--- config.mk ---
export PLATFORM = sky130hd
export DESIGN_NAME = bfdh_probe_gen
export DESIGN_NICKNAME = d
export VERILOG_FILES = /design/src/sv/bfdh_pkg.sv /design/src/sv/bfdh_probe_gen.sv
export SDC_FILE = /design/constraint.sdc
export NUM_CORES = 1
export LEC_CHECK = 0
export BUFFER_PORTS_ARGS = -buffer_cell sky130_fd_sc_hd__buf_2
export CAP_MARGIN = 20
export CORE_MARGIN = 4
export CORE_UTILIZATION = 50
export CTS_BUF_LIST = sky130_fd_sc_hd__clkbuf_8 sky130_fd_sc_hd__clkbuf_16
export DETAILED_ROUTE_END_ITERATION = 12
export HOLD_SLACK_MARGIN = 0.06
export PLACE_DENSITY_LB_ADDON = 0.25
export SYNTH_ARGS = -nofsm -noshare
export SYNTH_HDL_FRONTEND = slang
export SYNTH_SLANG_ARGS = --single-unit
export TNS_END_PERCENT = 10
--- constraint.sdc ---
create_clock -name i_clk -period 7.1 [get_ports i_clk]
set_input_delay 0.355 -clock i_clk [delete_from_list [all_inputs] [get_ports i_clk]]
set_output_delay 0.355 -clock i_clk [all_outputs]
set_load 0.01 [all_outputs]
--- src/sv/bfdh_pkg.sv ---
// Shared types and constants for the double-hashing Bloom filter engine.
// Used by the probe generator, the bit memory and the top level.
`default_nettype none

package bfdh_pkg;

    localparam int PROBE_CNT_W = 6;
    localparam int BIT_CNT_W   = 17;
    localparam int HASH_W      = 64;
    localparam int HALF_W      = 32;
    localparam int WORD_W      = 32;
    localparam int BIT_POS_W   = 5;
    localparam int CFG_IDX_W   = 8;
    localparam int CFG_DATA_W  = 17;
    localparam int OUT_DATA_W  = 8;

    // Configuration register indexes.
    localparam logic [CFG_IDX_W-1:0] CFG_PROBE_COUNT = 8'd0;
    localparam logic [CFG_IDX_W-1:0] CFG_BIT_COUNT   = 8'd1;

    localparam logic [PROBE_CNT_W-1:0] PROBE_COUNT_RST = 6'd7;
    localparam logic [BIT_CNT_W-1:0]   BIT_COUNT_RST   = 17'h10000;

    localparam logic OP_INSERT = 1'b0;
    localparam logic OP_QUERY  = 1'b1;

    // One probe on its way from the generator to the bit memory.
    typedef struct packed {
        logic                 valid;
        logic                 first;
        logic                 last;
        logic                 query;
        logic [BIT_CNT_W-1:0] bit_idx;
    } t_probe_req;

    typedef struct packed {
        logic valid;
        logic present;
    } t_result;

endpackage

`default_nettype wire

--- src/sv/bfdh_probe_gen.sv ---
// Probe sequencer: walks the double-hash probe sequence of one key and maps
// each probe onto the filter range. Depends on bfdh_pkg.
`default_nettype none

module bfdh_probe_gen (
    input  wire logic                                i_clk,
    input  wire logic                                i_rst_n,
    input  wire logic                                i_start,
    input  wire logic                                i_query,
    input  wire logic [bfdh_pkg::HASH_W-1:0]         i_hash,
    input  wire logic [bfdh_pkg::PROBE_CNT_W-1:0]    i_probe_count,
    input  wire logic [bfdh_pkg::BIT_CNT_W-1:0]      i_range,
    output logic                                     o_busy,
    output bfdh_pkg::t_probe_req                     o_req
);

    localparam int PROD_W = bfdh_pkg::HALF_W + bfdh_pkg::BIT_CNT_W;

    logic [bfdh_pkg::PROBE_CNT_W-1:0] r_left;
    logic [bfdh_pkg::HALF_W-1:0]      r_probe;
    logic [bfdh_pkg::HALF_W-1:0]      r_stride;
    logic                             r_query;
    logic                             r_first;
    bfdh_pkg::t_probe_req             r_req;
    logic [PROD_W-1:0]                w_prod;

    assign w_prod = {{bfdh_pkg::BIT_CNT_W{1'b0}}, r_probe}
                  * {{bfdh_pkg::HALF_W{1'b0}}, i_range};

    assign o_busy = (r_left != '0);
    assign o_req  = r_req;

    always_ff @(posedge i_clk) begin
        if (!i_rst_n) begin
            r_left    <= '0;
            r_req.valid <= 1'b0;
        end else begin
            if (i_start) begin
                // A probe count of zero runs a single probe.
                r_left   <= (i_probe_count == '0) ? bfdh_pkg::PROBE_CNT_W'(1) : i_probe_count;
                r_probe  <= i_hash[bfdh_pkg::HASH_W-1:bfdh_pkg::HALF_W];
                r_stride <= i_hash[bfdh_pkg::HALF_W-1:0] | bfdh_pkg::HALF_W'(1);
                r_query  <= i_query;
                r_first  <= 1'b1;
            end else if (r_left != '0) begin
                r_probe <= r_probe + r_stride;
                r_left  <= r_left - bfdh_pkg::PROBE_CNT_W'(1);
                r_first <= 1'b0;
            end
            r_req.valid   <= (r_left != '0) && !i_start;
            r_req.first   <= r_first;
            r_req.last    <= (r_left == bfdh_pkg::PROBE_CNT_W'(1));
            r_req.query   <= r_query;
            r_req.bit_idx <= w_prod[PROD_W-1:bfdh_pkg::HALF_W];
        end
    end

endmodule

`default_nettype wire

==> flow_summary.yaml <==
final_layout:
  fin_nets: 3115
  layout-drive-gt1-share: 0.103
  final_common_cell: "inv_1"
  finish.instance_area_sq_um: 23300
  layout.cells.most_common_list: "inv_1, fa_1, nand2_1"
  fin_util: 0.554
  diodes: 0
  area_growth_pct: 9.69
  fillCellCount: 3725
detailed_routing:
  drt_wl_total_microns: 54700
  via_per_inst: 5.38
  first_pass_iters: 5
  drcViolationCount: 0
  wl_per_cell_microns: 18.4
  vias: 16000
  ant_nets: 0
  drtIter0Drc: 805
global_routing:
  grt_start_max_net_pins: 68
  use_met1: 0.299
  grt-busiest-layer: "met2"
  antenna_found_initial: 0
  grt_overflow: 0
  use_met3: 0.0448
  grt_usage: 0.248
  grt_pass1_vias: 17700
  grt_first_pass_wirelength_microns: 91000
  grt_use_met2: 0.447
placed_design:
  placed_area_sq_um: 22800
  dp_worst_setup_slack_ns: 0.209
  numPortBuffers: 111
  hpwl_microns: 44200
  place_congestion: 0.904
synthesis:
  synthCells: 2296
  synthArstFlopShare: 0
  ys_ff_latch: 92
  ys_types: 64
  synth-edff-count: 85
  synth_warnings: 0
  ys_seq_area_frac: 0.127
  syn_area_sq_um: 21200
  syn-num-nets: 2988
  synth_area_per_cell_sq_um: 9.23
  ys.flop_type: "edfxtp_1"
job:
  cap_violations: 0
setup_path:
  path_max_fanout: 12
  cp.required_ns: 7.22
  critPathKind: "register to register"
  crit_arrival_ns: 7.02
  startpoint_type: "register"
  cp-end-kind: "register"
timing:
  clock_skew_ns: 0.0197
  finalHoldViolations: 0
  slew_headroom: 0.434
  setup_tns_ns: 0
  rsz0062_at_grt: "no"
  period_share: 0.973
  drv_slew: 0
  fmax_mhz: 145
  worst_pin_slew_ns: 0.849
  fin_ws_ns: 0.193
  min_period_ns: 6.91
  finalSetupViolCount: 0
clocking:
  cts_resized: 0
  cts_tree: "done"
  cts.reportedPaths.clkPinSlew_ns: 0.09
  clock_sinks: 92
  ctsHoldBuffers: 0
  post_cts_buffers: 0
  cts_max_level: 3
  cts-root-buf: "clkbuf_16"
  clkLatencyLatePin_ns: 0.38
  cts_max_path_buffers: 2
  cts_buffers: 9
floorplanning:
  die_h_microns: 214
  die-area_sq_um: 45800
  die_x_microns: 214
  core_area_sq_um: 41900
  io_pins: 113
  rows: 75
  start_util: 0.505
run_status:
  status: "finished clean"
hold_path:
  min_path_type: "primary input to register"
==> layout make-up <==
cell class | instances | area (sq um) | share of cell area
Clock buffer | 9 | 225 | 0.00968
Clock inverter | 7 | 71.3 | 0.00307
Inverter | 526 | 1970 | 0.0849
Multi-Input combinational cell | 1580 | 16100 | 0.694
Sequential cell | 92 | 2690 | 0.116
Tap cell | 539 | 674 | 0.0290
Timing Repair Buffer | 214 | 1480 | 0.0636
==> layer usage <==
| layer | routed length, microns | vias up |
|---|---|---|
| met5 | 0 | - |
| met4 | 2390 | 0 |
| met3 | 3510 | 165 |
| met2 | 28000 | 536 |
| met1 | 20800 | 8103 |
| li1 | - | 7152 |
==> stage by stage <==
stage / hold WS, ns / std cells
2_1_floorplan: 0.400 / 2296
3_3_place_gp: 0.405 / 2943
6_report: 0.145 / 2967
3_5_place_dp: 0.414 / 2943
5_1_grt: 0.136 / 2967
4_1_cts: 0.132 / 2959
==> registers in the layout (all words and copies together) (netlist names) <==
signal,cells
r_left,6
r_probe,32
r_first,1
o_req,21
r_stride,31
r_query,1
==> cells in the mapped netlist, types with 7 or more instances <==
master	n	area share
o21a_1	7	0.0025
nor2_1	27	0.0048
xor2_1	16	0.0066
fa_1	448	0.42
inv_1	526	0.093
nand2b_1	9	0.0027
nand3_1	11	0.0026
nor3_1	13	0.0031
ha_1	153	0.090
xnor2_1	28	0.012
and2_1	221	0.065
o21ai_0	46	0.011
nand2_1	390	0.069
edfxtp_1	85	0.12
nor2b_1	9	0.0027
and3_1	9	0.0027
nand4_1	10	0.0030
o31ai_1	9	0.0032
o21ai_1	10	0.0024
a21o_1	25	0.0089
a211oi_1	12	0.0042
a21oi_1	56	0.013
clkbuf_1	92	0.016
dfxtp_1	7	0.0066
==> worst max-delay path, stage by stage (launching register included) <==
cell      delay, ns
edfxtp_1       0.68
and2_1         0.28
fa_1           0.53
inv_1          0.05
fa_1           0.45
fa_1           0.52
inv_1          0.06
fa_1           0.53
fa_1           0.51
inv_1          0.05
fa_1           0.47
inv_1          0.05
ha_1           0.32
and3_1         0.19
o21ai_0        0.28
a311oi_1       0.15
buf_4          0.16
a31oi_1        0.14
nand2_1        0.24
o21a_1         0.32
a41oi_1        0.37
o21ai_1        0.14
xor2_1         0.16
==> final timing paths <==
check / start / endpoint / slack (ns) / cells after the start
worst max-delay path: r_probe[21] / o_req[12] / 0.19 / 22
worst max register to register: r_probe[21] / o_req[12] / 0.19 / 22
worst min register to register: r_first / o_req[19] / 0.43 / 0
worst min-delay path: i_hash[5] / r_stride[5] / 0.15 / 1
==> cells by family (layout without fill, tap and decap cells) <==
group	Yosys count	after routing	share of synthesized area
AND/OR/NAND/NOR	720	720	0.163
buffers and inverters	624	756	0.112
adder cells (fa/ha/maj)	601	601	0.513
AO/OA/AOI/OAI	211	211	0.0647
flip-flops	92	92	0.127
XOR/XNOR	44	44	0.0182
multiplexers	4	4	0.00207
Power is left out: the tool's default activity adds up to more than one toggle a clock period on the data nets, which glitch-free logic cannot reach.
